==> src/hdl/hamming_sec_codec_macros.svh <==
// ----------------------------------------------------------------------------
// Hamming SEC codec assertion macros
// Shared concurrent assertion forms for the codec RTL.
// ----------------------------------------------------------------------------
`ifndef HAMMING_SEC_CODEC_MACROS_SVH
`define HAMMING_SEC_CODEC_MACROS_SVH

// Same-cycle implication, checked on every rising edge outside reset.
`define HSC_ASSERT_IMP(label, clk, rst, ante, cons, msg) \
  label: assert property (@(posedge clk) disable iff (rst) (ante) |-> cons) \
    else $error(msg);

// Next-cycle implication, checked on every rising edge outside reset.
`define HSC_ASSERT_NXT(label, clk, rst, ante, cons, msg) \
  label: assert property (@(posedge clk) disable iff (rst) (ante) |=> (cons)) \
    else $error(msg);

`endif

==> src/hdl/hsc_pkg.sv <==
// ----------------------------------------------------------------------------
// Hamming SEC codec package
// Word types, codes and the bit placement functions of the codec.
// ----------------------------------------------------------------------------
`timescale 1ns / 1ps

package hsc_pkg;

  localparam int MAX_DATA_BITS = 26;
  localparam int CW_W          = 31;
  localparam int SYN_W         = 5;
  localparam int LEN_W         = 5;
  localparam int CHK_BITS      = 5;

  localparam logic OP_ENCODE = 1'b0;
  localparam logic OP_DECODE = 1'b1;

  typedef enum logic [1:0] {
    ST_OK           = 2'd0,
    ST_CORRECTED    = 2'd1,
    ST_OUT_OF_RANGE = 2'd2
  } status_t;

  typedef struct packed {
    logic              operation;
    logic [CW_W-1:0]   word_in;
  } hsc_req_t;

  typedef struct packed {
    logic [CW_W-1:0]   codeword_out;
    logic [SYN_W-1:0]  syndrome;
    status_t           status;
  } hsc_res_t;

  // Second pipeline stage contents handed to the correction stage.
  typedef struct packed {
    logic              valid;
    logic              operation;
    logic [CW_W-1:0]   cw;
    logic [SYN_W-1:0]  syn;
    logic [LEN_W-1:0]  n;
  } hsc_stage_t;

  // Effective data length: zero reads as one, large values saturate.
  function automatic logic [LEN_W-1:0] eff_len(logic [LEN_W-1:0] dl);
    logic [LEN_W-1:0] m;
    m = dl;
    if (m == '0) m = LEN_W'(1);
    if (m > LEN_W'(MAX_DATA_BITS)) m = LEN_W'(MAX_DATA_BITS);
    return m;
  endfunction

  // Codeword length n = m + r, r the smallest count with 2^r >= m + r + 1.
  function automatic logic [LEN_W-1:0] code_len(logic [LEN_W-1:0] m);
    logic [2:0] r;
    r = 3'd6;
    for (int i = 6; i >= 0; i--) begin
      if ((1 << i) >= int'(m) + i + 1) r = 3'(i);
    end
    return LEN_W'(int'(m) + int'(r));
  endfunction

  function automatic logic [CW_W-1:0] cw_mask(logic [LEN_W-1:0] n);
    logic [CW_W-1:0] k;
    for (int p = 1; p <= CW_W; p++) k[p-1] = (p <= int'(n));
    return k;
  endfunction

  function automatic logic [MAX_DATA_BITS-1:0] data_mask(logic [LEN_W-1:0] m);
    logic [MAX_DATA_BITS-1:0] k;
    for (int j = 0; j < MAX_DATA_BITS; j++) k[j] = (j < int'(m));
    return k;
  endfunction

  // Data bits fill the non power-of-two positions in ascending order.
  function automatic logic [CW_W-1:0] scatter(logic [MAX_DATA_BITS-1:0] d);
    logic [CW_W-1:0] w;
    int j;
    w = '0;
    j = 0;
    for (int p = 1; p <= CW_W; p++) begin
      if ((p & (p - 1)) != 0) begin
        if (j < MAX_DATA_BITS) w[p-1] = d[j];
        j++;
      end
    end
    return w;
  endfunction

  // XOR of the positions of all set bits.
  function automatic logic [SYN_W-1:0] syndrome_of(logic [CW_W-1:0] w);
    logic [SYN_W-1:0] s;
    s = '0;
    for (int p = 1; p <= CW_W; p++) begin
      if (w[p-1]) s = s ^ SYN_W'(p);
    end
    return s;
  endfunction

endpackage

==> src/hdl/hsc_correct.sv <==
// ----------------------------------------------------------------------------
// Hamming SEC codec correction stage
// Inserts check bits or flips the named bit, and registers the result word.
// ----------------------------------------------------------------------------
`timescale 1ns / 1ps
`include "hamming_sec_codec_macros.svh"

module hsc_correct
  import hsc_pkg::*;
(
  input  logic       clk,
  input  logic       rst,
  input  hsc_stage_t stage,
  output logic       done,
  output hsc_res_t   result
);

  hsc_res_t res_next;

  always_comb begin
    res_next.codeword_out = stage.cw;
    res_next.syndrome     = '0;
    res_next.status       = ST_OK;
    if (stage.operation == OP_ENCODE) begin
      // Check positions are empty here, so the syndrome is the check bits.
      for (int i = 0; i < CHK_BITS; i++) begin
        res_next.codeword_out[(1 << i) - 1] = stage.syn[i];
      end
    end else begin
      res_next.syndrome = stage.syn;
      if (stage.syn == '0) begin
        res_next.status = ST_OK;
      end else if (stage.syn <= stage.n) begin
        res_next.codeword_out = stage.cw ^ (CW_W'(1) << SYN_W'(stage.syn - SYN_W'(1)));
        res_next.status       = ST_CORRECTED;
      end else begin
        res_next.status = ST_OUT_OF_RANGE;
      end
    end
  end

  always_ff @(posedge clk) begin
    if (rst) begin
      done <= 1'b0;
    end else begin
      done <= stage.valid;
    end
    result <= res_next;
  end

  `HSC_ASSERT_IMP(a_ok_no_syn, clk, rst, done && result.status == ST_OK,
    (result.syndrome == '0), "status OK with a nonzero syndrome")
  `HSC_ASSERT_IMP(a_fix_has_syn, clk, rst, done && result.status == ST_CORRECTED,
    (result.syndrome != '0), "correction reported without a syndrome")
  `HSC_ASSERT_NXT(a_done_follows, clk, rst, stage.valid, done,
    "stage word lost before the output register")

endmodule

==> src/hdl/hamming_sec_codec.sv <==
// ----------------------------------------------------------------------------
// Hamming SEC codec
// Even-parity Hamming encoder and single-error corrector for 1 to 26 data bits.
// ----------------------------------------------------------------------------
//
//   channel   signals                         direction  handshake
//   request   start, busy, request            in         start & !busy
//   result    done, result                    out        done strobe, no stall
//   config    cfg_valid, cfg_ready, cfg_data  in         cfg_valid & cfg_ready
//
// A word is taken in every cycle in which busy is low; its result appears on
// done after it has passed the three register stages: placement and masking,
// the syndrome XOR tree, and check-bit insertion or correction.
// Synchronous reset clears the stage valid bits and restores a data length of
// 26; busy is high and cfg_ready low during reset and in the cycle after it.
// The receiver cannot stall, so the pipeline never stops once running.
// ----------------------------------------------------------------------------
`timescale 1ns / 1ps
`include "hamming_sec_codec_macros.svh"

module hamming_sec_codec
  import hsc_pkg::*;
(
  input  logic             clk,
  input  logic             rst,
  input  logic             start,
  output logic             busy,
  input  hsc_req_t         request,
  output logic             done,
  output hsc_res_t         result,
  input  logic             cfg_valid,
  output logic             cfg_ready,
  input  logic [LEN_W-1:0] cfg_data
);

  // Effective data length and codeword length are kept precomputed, so the
  // first stage only has to do masking and placement.
  logic [LEN_W-1:0] len_m;
  logic [LEN_W-1:0] len_n;
  logic             accept;
  logic [CW_W-1:0]  cw_pre;

  // Stage one registers.
  logic             s1_valid;
  logic             s1_op;
  logic [CW_W-1:0]  s1_cw;
  logic [LEN_W-1:0] s1_n;

  hsc_stage_t       s2;

  assign accept    = start && !busy;
  assign cfg_ready = !busy;

  // Busy covers reset and the cycle right after it; afterwards every cycle
  // is open to a new word.
  always_ff @(posedge clk) begin
    busy <= rst;
  end

  always_ff @(posedge clk) begin
    if (rst) begin
      len_m <= LEN_W'(MAX_DATA_BITS);
      len_n <= code_len(LEN_W'(MAX_DATA_BITS));
    end else if (cfg_valid && cfg_ready) begin
      len_m <= eff_len(cfg_data);
      len_n <= code_len(eff_len(cfg_data));
    end
  end

  // Encoding drops data bits at or above m and spreads the rest over the
  // non power-of-two positions. Decoding just drops bits past position n.
  always_comb begin
    if (request.operation == OP_ENCODE) begin
      cw_pre = scatter(request.word_in[MAX_DATA_BITS-1:0] & data_mask(len_m));
    end else begin
      cw_pre = request.word_in & cw_mask(len_n);
    end
  end

  always_ff @(posedge clk) begin
    if (rst) begin
      s1_valid <= 1'b0;
    end else begin
      s1_valid <= accept;
    end
    s1_op <= request.operation;
    s1_cw <= cw_pre;
    s1_n  <= len_n;
  end

  // The syndrome tree runs on the masked word; for an encode it yields the
  // check bits directly since their positions are still clear.
  always_ff @(posedge clk) begin
    if (rst) begin
      s2.valid <= 1'b0;
    end else begin
      s2.valid <= s1_valid;
    end
    s2.operation <= s1_op;
    s2.cw        <= s1_cw;
    s2.syn       <= syndrome_of(s1_cw);
    s2.n         <= s1_n;
  end

  hsc_correct u_correct (
    .clk    (clk),
    .rst    (rst),
    .stage  (s2),
    .done   (done),
    .result (result)
  );

  `HSC_ASSERT_NXT(a_accept_s1, clk, rst, accept, s1_valid,
    "accepted word missing from stage one")
  `HSC_ASSERT_IMP(a_accept_done, clk, rst, accept, ##3 done,
    "accepted word did not reach the result port in three cycles")
  `HSC_ASSERT_IMP(a_len_range, clk, rst, s2.valid, (s2.n >= LEN_W'(3)),
    "codeword length below the smallest code")

endmodule
==> config.mk <==
export PLATFORM = sky130hd
export DESIGN_NAME = hamming_sec_codec
export DESIGN_NICKNAME = d
export VERILOG_FILES = /design/src/hdl/hsc_pkg.sv /design/src/hdl/hsc_correct.sv /design/src/hdl/hamming_sec_codec.sv
export VERILOG_INCLUDE_DIRS = /design/src /design/src/hdl
export SDC_FILE = /design/constraint.sdc
export NUM_CORES = 1
export LEC_CHECK = 0
export ABC_AREA = 1
export BUFFER_PORTS_ARGS = -buffer_cell sky130_fd_sc_hd__buf_2
export CAP_MARGIN = 20
export CORE_ASPECT_RATIO = 1.4
export CORE_MARGIN = 10
export CORE_UTILIZATION = 55
export DETAILED_ROUTE_END_ITERATION = 16
export PLACE_DENSITY = 0.8
export SLEW_MARGIN = 30
export SYNTH_ARGS = -nofsm -noshare
export SYNTH_HDL_FRONTEND = slang
export SYNTH_SLANG_ARGS = --single-unit
export TNS_END_PERCENT = 50
==> constraint.sdc <==
create_clock -name clk -period 4.19 [get_ports clk]
set_input_delay 0.419 -clock clk [delete_from_list [all_inputs] [get_ports clk]]
set_output_delay 0.419 -clock clk [all_outputs]
set_load 0.005 [all_outputs]
==> results_dict.tcl, run 1 <==
set metrics [dict create \
    status "complete, no violations" \
    max_slew_margin 0.5785 \
    dr.pass1.iters 5 \
    setup_violations 0 \
    max_freq_mhz 324.4 \
    clkPwrFrac 0.349 \
    hold_ws_ns 0.2360 \
    via_per_inst 5.243 \
    whs_path_depth 3 \
    antenna_found_initial 0 \
    grt_usage 0.2107 \
    cts_tree "built" \
    worst_pin_slew_ns 0.6314 \
    synth_area_mm2 0.005912 \
    ir_worst_vdd_mv 0.2555 \
    hpwl_um 12440 \
    overflow 0 \
    clkLatencyLatePin_ns 0.40 \
    portBuffers 81 \
    internal_power_w 0.002784 \
    startpoint "cfg_data[3]" \
    h-tree-depth 4 \
    drv_slew 0 \
    cts_setup_buffers 0 \
    grt_pass1_wl_um 25360 \
    p_sw_frac 0.3204 \
    cts_hold_buffers 0 \
    grt_max_degree 27 \
    p_total_w 0.004097 \
    crit_arrival_ns 3.36 \
    path_common_cell "inv_1" \
    switching_power_w 0.001313 \
    synth_warnings 0 \
    numCtsBuffers 17 \
    crit_buf_inv 4 \
    drive_gt1_frac 0.2044 \
    cap_violations 0 \
    worst_setup_path_end_kind "flop" \
    holdCritStartpoint "start" \
    hold_viol_final 0 \
    slowest_stage "fa_1" \
    hp-class "primary input to flop" \
    synthDominantCellAreaShare 0.4436 \
    postCtsResizedCells 0 \
    die_w_um 107.6 \
    seq_area_frac_synth 0.4436 \
    die_h_um 142.7 \
    drc 0 \
    p_leak_nw 3.233 \
    rsz0062_at_grt "no" \
    async_flop_share 0 \
    clock-sinks 131 \
    path_depth 20 \
    first_global_vias 4967 \
    row_count 44 \
    slowest_delay_ns 0.40 \
    required_ns 4.46 \
    worstReg2RegEnd "u_correct.result[16]" \
    netlist.top_cell.by_area "dfxtp_1" \
    min_period_over_period 0.7357 \
    vias 4750 \
    drt_wl_total_um 15950 \
    ys_ff_latch 131 \
    avgSynthCellArea_um2 8.784 \
    wl_per_cell_um 17.61 \
    synth_most_common_cell "dfxtp_1" \
    netlist_top_cells_count "dfxtp_1 (131), nand2_1 (88), inv_1 (68), xnor2_1 (60), nand3_1 (56)" \
    core_mm2 0.01046 \
    clockBufferDepth 2 \
    comb_power_share 0.254 \
    pwr-share-seq 0.397 \
    finClkSkew_ns 0.005862 \
    netlist_instances 673 \
    io_pins 82 \
    finalWorstPathRequiredPeriod_ns 3.083 \
    critPathKind "primary input to flop" \
    layout.nets 819 \
    ant_nets 0 \
    synth_edf_count 0 \
    synthTopCellsByArea "dfxtp_1 (44%), xnor2_1 (8.9%), xor2_1 (7.4%), nand2_1 (5.6%), nand3_1 (4.7%)" \
    drtIter0Drc 286 \
    ys.flop_type "dfxtp_1" \
    syn_to_final_growth_pct 18.03 \
    netlist-cell-type-count 43 \
    reg2reg_from "s2[9]" \
    cts-root-buf "clkbuf_16" \
    start_kind "primary input" \
    gp_congestion 0.9413 \
    die_area_mm2 0.01535 \
    initial_core_util 0.5652 \
    cp_top_family "adder cells" \
    min_to "s1_valid" \
    worst-path-max-fanout 10 \
    synth_fp_nets 737 \
    r2r_setup_slack_ns 1.66 \
    crit_path_cell_trace "buf_2 > nand2_4 > nand2_2 > inv_1 > ha_1 > xnor2_1 > a21oi_1 > a211oi_1 > nand3_1 > inv_1 > o21ai_2 > a21oi_1 > ha_1 > inv_1 > fa_1 > nor2_1 > nor2_1 > xor2_1 > nand2_1 > o211ai_1" \
    diodes 0 \
    path_clk_slew_ns 0.05 \
    finalSetupTns_ns 0 \
    cellPowerDensity_mw_per_mm2 587.1 \
    r2r_cells 8 \
]
worst max-delay path by stage:
stage	to	slack, ns
after detailed placement	len_n[4]	0.72
after global placement	len_n[4]	0.75
after floorplan	len_n[4]	0.65
final	len_n[4]	1.11
after global routing	len_n[4]	0.80
after CTS	len_n[4]	1.14
tightest hold or removal path: cells and delay by family:
kind	cells	cell delay (ns)
AND/OR/NAND/NOR	2	0.11
buffers and inverters	1	0.07
power groups by stage:
| stage | clock network, W | logic [W] | registers, W |
|---|---|---|---|
| after floorplan | 0 | 0.000792 | 0.00156 |
| after global placement | 0 | 0.00100 | 0.00164 |
| after detailed placement | 0 | 0.00102 | 0.00164 |
| after CTS | 0.00145 | 0.00104 | 0.00162 |
| after global routing | 0.00150 | 0.00116 | 0.00164 |
| final | 0.00143 | 0.00104 | 0.00163 |
layer usage:
layer	vias to the layer above	share of wire	wire length, um	GRT usage
met2	180	0.54	8622	0.3970
li1	2328	-	-	-
met5	-	0	0	0
met1	2200	0.36	5753	0.2079
met3	42	0.066	1052	0.05766
met4	0	0.033	522	0.09097
cells by family (layout without fill, tap and decap cells):
kind of cell / count (synthesis) / count (layout) / synth area share
buffers and inverters: 98 / 193 / 0.06857
flip-flops: 131 / 131 / 0.4436
XOR/XNOR: 111 / 111 / 0.1657
adder cells (fa/ha/maj): 23 / 23 / 0.04995
AND/OR/NAND/NOR: 235 / 235 / 0.1926
AO/OA/AOI/OAI: 75 / 75 / 0.07958
stage by stage:
step	area (um2)	setup WS [ns]	utilization	instances
6_report	6978	1.107	0.6671	906
3_5_place_dp	6394	0.7223	0.6112	874
4_1_cts	6978	1.140	0.6671	906
5_1_grt	6978	0.7973	0.6671	906
2_1_floorplan	5912	0.6452	-	673
3_3_place_gp	6394	0.7530	0.6112	874
area by class of cell:
cell class / instances / area (um2)
multi-input combinational: 444 / 2884
tap: 138 / 172.7
timing repair buffer: 82 / 412.9
inverter: 79 / 301.5
clock buffer: 20 / 446.7
clock inverter: 12 / 137.6
sequential: 131 / 2623
fill: 856 / 3482
flip-flops by register name (all words and copies together), names as in the netlist:
register	count
u_correct.result	38
s1_valid	1
s1_cw	31
busy	1
s1_n	5
u_correct.done	1
len_n	5
len_m	5
s1_op	1
s2	43
placed cells by master (no fill, tap or decap), drive strengths merged, types with 3 or more instances in the layout:
cell    count
o21ai      29
nor3       19
inv        78
a211oi      3
buf        82
nand2     101
xor2       51
dfxtp     131
nand4       6
a21oi      19
clkinv      9
o31ai       3
nand3      56
nor2       50
o32ai       3
bufinv      3
o211ai      8
ha         22
xnor2      60
clkbuf     20
(Power assumes the default switching activity.)
==> inputs of run 2 (changes only) <==
--- a/config.mk
+++ b/config.mk
@@ -11,9 +11,9 @@
 export CAP_MARGIN = 20
 export CORE_ASPECT_RATIO = 1.4
 export CORE_MARGIN = 10
-export CORE_UTILIZATION = 55
+export CORE_UTILIZATION = 52
 export DETAILED_ROUTE_END_ITERATION = 16
-export PLACE_DENSITY = 0.8
+export PLACE_DENSITY = 0.79
 export SLEW_MARGIN = 30
 export SYNTH_ARGS = -nofsm -noshare
 export SYNTH_HDL_FRONTEND = slang
==> constraint.sdc (replaced) <==
create_clock -name clk -period 2.6 [get_ports clk]
set_input_delay 0.26 -clock clk [delete_from_list [all_inputs] [get_ports clk]]
set_output_delay 0.26 -clock clk [all_outputs]
set_load 0.005 [all_outputs]
==> run 2 against run 1 <==
Net effect: largest power group unchanged; critical path depth grew 1; the run now ends with setup timing left; sequential power grew 56%; sequential share of layout area shrank 2.8 points; largest cell class unchanged.
==> results_dict.tcl, run 2 (synthesized netlist as in run 1, its figures left out) <==
set metrics [dict create \
    status "finished with violations" \
    violations "setup timing" \
    crit_arrival_ns 2.89 \
    first_global_vias 5211 \
    ant_nets 0 \
    switching_power_w 0.002219 \
    reg2reg_from "s2[4]" \
    layout.nets 858 \
    grt_usage 0.2097 \
    r2r_cells 9 \
    max_slew_margin 0.5424 \
    numCtsBuffers 17 \
    finalWorstPathRequiredPeriod_ns 2.604 \
    worst_pin_slew_ns 0.6854 \
    top_regs "s2 x43, u_correct.result x38, s1_cw x31" \
    portBuffers 81 \
    clock-sinks 131 \
    drt_wl_total_um 17010 \
    die_area_mm2 0.01609 \
    p_sw_frac 0.3201 \
    die_w_um 110.1 \
    gp_congestion 0.9794 \
    initial_core_util 0.5268 \
    worstReg2RegEnd "u_correct.result[32]" \
    clkPwrFrac 0.349 \
    wl_per_cell_um 17.90 \
    slowest_delay_ns 0.40 \
    worst_setup_path_end_kind "flop" \
    largest_reg_flops 43 \
    overflow 0 \
    ir_worst_vdd_mv 0.4376 \
    rsz0062_at_grt "yes" \
    vias 5022 \
    cts_tree "built" \
    grt_max_degree 23 \
    p_total_w 0.006933 \
    postPlaceCellArea_mm2 0.006761 \
    required_ns 2.88 \
    hold_viol_final 0 \
    h-tree-depth 4 \
    hold_ws_ns 0.07753 \
    core_mm2 0.01122 \
    comb_power_share 0.285 \
    fin_cells 950 \
    hp-class "primary input to flop" \
    drive_gt1_frac 0.2754 \
    fin_ws_ns -0.004038 \
    min_to "busy" \
    setup_violations 1 \
    cts_hold_buffers 0 \
    slowest_stage "fa_2" \
    syn_to_final_growth_pct 27.41 \
    critPathKind "primary input to flop" \
    cellPowerDensity_mw_per_mm2 920.4 \
    drtIter0Drc 284 \
    internal_power_w 0.004714 \
    dr.pass1.iters 5 \
    io_pins 82 \
    die_h_um 146.2 \
    drc 0 \
    whs_path_depth 1 \
    via_per_inst 5.286 \
    path_common_cell "nand2_4" \
    path_clk_slew_ns 0.05 \
    fin_area_mm2 0.007532 \
    start_kind "primary input" \
    crit_path_cell_trace "buf_6 > nand2_4 > nand2_4 > nand2_4 > inv_4 > nor2_4 > inv_4 > ha_4 > xor2_4 > buf_4 > nor4_2 > o21ai_2 > a21oi_2 > ha_2 > inv_2 > fa_2 > nor2_4 > nor2_2 > xor2_1 > nand2_1 > o211ai_1" \
    final_common_cell "dfxtp_1" \
    pwr-share-seq 0.366 \
    max_freq_mhz 384.0 \
    drv_slew 0 \
    diodes 0 \
    row_count 46 \
    clockBufferDepth 2 \
    layout_common_cells "dfxtp_1 (131), nand2_1 (84), buf_2 (76)" \
    p_leak_nw 3.448 \
    cap_violations 0 \
    cts-root-buf "clkbuf_16" \
    worst-path-max-fanout 5 \
    top_register "s2" \
    grt_pass1_wl_um 26400 \
    placed_cells 915 \
    hpwl_um 13210 \
    clkLatencyLatePin_ns 0.41 \
    antenna_found_initial 0 \
    min_period_over_period 1.002 \
    finClkSkew_ns 0.005233 \
    holdCritStartpoint "rst" \
    r2r_setup_slack_ns 0.53 \
]
## run 2: cell type report
type | count | area (um2)
Clock buffer | 20 | 446.7
Clock inverter | 11 | 160.2
Fill cell | 908 | 3691
Inverter | 79 | 311.5
Multi-Input combinational cell | 444 | 3063
Sequential cell | 131 | 2623
Tap cell | 144 | 180.2
Timing Repair Buffer | 121 | 748.2
## run 2: worst max-delay path by stage
stage / cells after the start / slack [ns] / start / to
2_1_floorplan: 20 / -0.25 / cfg_data[4] / len_n[4]
3_3_place_gp: 22 / -0.30 / cfg_data[1] / len_n[4]
3_5_place_dp: 24 / -0.41 / cfg_data[4] / len_n[3]
4_1_cts: 24 / 0.01 / cfg_data[4] / len_n[3]
5_1_grt: 25 / -0.17 / cfg_data[0] / len_n[4]
6_report: 21 / -0.004 / cfg_data[0] / len_n[4]
## run 2: metal layers
metal	part of all wire	GRT usage	wire length (um)	vias to the layer above
met2	0.55	0.3954	9430	201
met1	0.34	0.2021	5801	2360
met3	0.065	0.04758	1113	52
met5	0	0	0	-
met4	0.039	0.1024	660	0
li1	-	-	-	2409
## run 2: worst max-delay path: cells and delay by family
family,cells,cell delay [ns]
simple gates,8,0.77
compound gates,3,0.33
buf+inv,5,0.40
fa+ha+maj,3,0.78
xor+xnor,2,0.32
## run 2: metrics by stage
stage / worst slack (ns) / setup TNS (ns) / util
2_1_floorplan: -0.2452 / -0.5442 / -
3_3_place_gp: -0.3030 / -1.050 / 0.6025
3_5_place_dp: -0.4115 / -1.379 / 0.6025
4_1_cts: 0.01427 / 0 / 0.6565
5_1_grt: -0.1705 / -0.4277 / 0.6711
6_report: -0.004038 / -0.004038 / 0.6711
## run 2: power by group through the flow
stage	clock network (W)	logic, W	registers, W
final	0.00242	0.00198	0.00254
after global routing	0.00253	0.00215	0.00257
after CTS	0.00244	0.00192	0.00254
after detailed placement	0	0.00189	0.00257
after global placement	0	0.00184	0.00256
after floorplan	0	0.00131	0.00252
## run 2: repair_timing
| action | in CTS | in global routing |
|---|---|---|
| setup endpoints to repair | 1 | 4 |
| buffers inserted | 0 | 4 |
| pin swaps | 2 | 20 |
| resized for setup | 0 | 39 |
==> inputs of run 3 (changes only) <==
--- a/config.mk
+++ b/config.mk
@@ -6,7 +6,6 @@
 export SDC_FILE = /design/constraint.sdc
 export NUM_CORES = 1
 export LEC_CHECK = 0
-export ABC_AREA = 1
 export BUFFER_PORTS_ARGS = -buffer_cell sky130_fd_sc_hd__buf_2
 export CAP_MARGIN = 20
 export CORE_ASPECT_RATIO = 1.4
@@ -17,5 +16,6 @@
 export SLEW_MARGIN = 30
 export SYNTH_ARGS = -nofsm -noshare
 export SYNTH_HDL_FRONTEND = slang
+export SYNTH_HIERARCHICAL = 1
 export SYNTH_SLANG_ARGS = --single-unit
 export TNS_END_PERCENT = 50
==> run 3 against run 2 <==
Net effect: combinational power grew 12%; critical path depth down 4; largest power group unchanged; utilization up 0.90 points; the flow still finishes with violations (setup timing); area after synthesis increased by 1.8%.
==> results_dict.tcl, run 3 <==
set metrics [dict create \
    clockBufferDepth 2 \
    worstReg2RegEnd "u_correct/result[23]" \
    cellPowerDensity_mw_per_mm2 918.0 \
    synth_most_common_cell "dfxtp_1" \
    min_period_over_period 1.083 \
    antenna_found_initial 0 \
    vias 5095 \
    die_area_mm2 0.01633 \
    drt_wl_total_um 16440 \
    grt_max_degree 35 \
    hold_viol_final 0 \
    post-place-ws_ns -0.7244 \
    setup_violations 4 \
    hpwl_um 12280 \
    critPathKind "primary input to flop" \
    clock-sinks 131 \
    fin_ws_ns -0.2154 \
    seq_area_frac_synth 0.4359 \
    cts_tree "built" \
    netlist-cell-type-count 68 \
    drtIter0Drc 291 \
    dr.pass1.iters 5 \
    core_mm2 0.01134 \
    via_per_inst 5.783 \
    drive_gt1_frac 0.3216 \
    crit_arrival_ns 3.11 \
    worst_pin_slew_ns 0.8991 \
    synth_area_mm2 0.006016 \
    synthDominantCellAreaShare 0.4359 \
    grt_pass1_wl_um 26180 \
    overflow 0 \
    violations "setup timing" \
    startpoint "cfg_data[1]" \
    synth_warnings 6 \
    numCtsBuffers 17 \
    grt_usage 0.1945 \
    hp-class "primary input to flop" \
    netlist.top_cell.by_area "dfxtp_1" \
    fin_area_mm2 0.007711 \
    postPlaceCellArea_mm2 0.006852 \
    final_common_cell "dfxtp_1" \
    async_flop_share 0 \
    io_pins 82 \
    top_register "s2" \
    rsz0062_at_grt "yes" \
    synth_edf_count 0 \
    die_h_um 147.3 \
    cts_hold_buffers 0 \
    ir_worst_vdd_mv 0.4661 \
    r2r_cells 6 \
    finClkSkew_ns 0.01025 \
    cp-endpoint "len_n[2]" \
    die_w_um 110.9 \
    max_freq_mhz 355.2 \
    wl_per_cell_um 18.66 \
    syn_to_final_growth_pct 28.18 \
    hold_ws_ns 0.08961 \
    reg2reg_from "s2[2]" \
    p_leak_nw 3.227 \
    gp_congestion 0.9349 \
    status "finished with violations" \
    required_ns 2.89 \
    diodes 0 \
    ant_nets 0 \
    worst_setup_path_end_kind "flop" \
    row_count 46 \
    layout.nets 786 \
    synth_fp_nets 674 \
    largest_reg_flops 43 \
    first_global_vias 5200 \
    drc 0 \
    ys_ff_latch 131 \
    layout_common_cells "dfxtp_1 (131), buf_2 (77), buf_4 (45)" \
    netlist_top_cells_count "dfxtp_1 (131), xnor2_1 (46), nand2_1 (42), xor2_1 (37), o21ai_0 (36)" \
    drv_slew 0 \
    worst-path-max-fanout 4 \
    finalSetupTns_ns -0.3419 \
    avgSynthCellArea_um2 9.814 \
    r2r_setup_slack_ns 0.25 \
    path_clk_slew_ns 0.06 \
    clkLatencyLatePin_ns 0.41 \
    cap_violations 0 \
    h-tree-depth 4 \
    top_regs "s2 x43, u_correct/result x38, s1_cw x31" \
    initial_core_util 0.5306 \
    portBuffers 81 \
    max_slew_margin 0.3998 \
    ys.flop_type "dfxtp_1" \
    synthTopCellsByArea "dfxtp_1 (44%), xnor2_1 (6.7%), xor2_1 (5.4%), a2111oi_2 (4.2%), ha_1 (4.0%)" \
    netlist_instances 613 \
    start_kind "primary input" \
    finalWorstPathRequiredPeriod_ns 2.815 \
    cts-root-buf "clkbuf_16" \
]
-- run 3: worst min path at each step --
stage	startpoint	endpoint	slack, ns	cells after the start
2_1_floorplan	rst	busy	0.29	0
3_3_place_gp	s1_n[1]	s2[1]	0.31	0
3_5_place_dp	s1_n[2]	s2[2]	0.32	0
4_1_cts	request[15]	s1_cw[20]	0.08	3
5_1_grt	request[15]	s1_cw[20]	0.08	3
6_report	request[15]	s1_cw[20]	0.09	3
-- run 3: report_power, final --
part,internal (W),switching [W],total [W]
Clock,0.00149,0.000836,0.00232
Sequential,0.00234,0.000203,0.00254
Combinational,0.000938,0.00128,0.00221
-- run 3: area by class of cell --
cell class                      count  area, um2
Fill cell                         847       3627
Multi-Input combinational cell    417       3341
Sequential cell                   131       2623
Timing Repair Buffer              133      875.8
Clock buffer                       21      470.5
Tap cell                          144      180.2
Clock inverter                     10      125.1
Inverter                           25      96.34
-- run 3: kinds of logic after synthesis --
family | share of synthesized area
XOR/XNOR | 0.1254
AO/OA/AOI/OAI | 0.2215
AND/OR/NAND/NOR | 0.1265
adder cells (fa/ha/maj) | 0.04285
flip-flops | 0.4359
buffers and inverters | 0.04783
-- run 3: layer usage --
layer	global-route usage	part of all wire	up-vias
li1	-	-	2423
met1	0.1860	0.35	2423
met2	0.3679	0.56	205
met3	0.05216	0.058	44
met4	0.1025	0.032	0
met5	0	0	-
-- run 3: metrics by stage --
stage          instances  power [W]  utilization
5_1_grt              881   0.007408       0.6801
3_5_place_dp         841   0.004674       0.6043
4_1_cts              879   0.007054       0.6713
6_report             881   0.007079       0.6801
3_3_place_gp         841   0.004612       0.6043
2_1_floorplan        613   0.003989            -
-- run 3: repair_timing --
item | CTS | global route
setup buffers | 7 | 3
setup endpoints to repair | 4 | 4
cloned | 0 | 0
resized for setup | 26 | 22
pin swaps | 8 | 17
-- run 3: worst max-delay path, cell delays in order --
cell	delay, ns
buf_6	0.09
or2_4	0.26
o21ai_4	0.22
inv_2	0.11
ha_4	0.19
nor2b_4	0.12
xnor2_2	0.12
o2111ai_2	0.15
o21ai_2	0.19
a21oi_2	0.05
or3_4	0.33
fa_2	0.36
inv_2	0.09
xnor2_2	0.12
nand2_1	0.10
nor4_2	0.25
a211oi_1	0.07
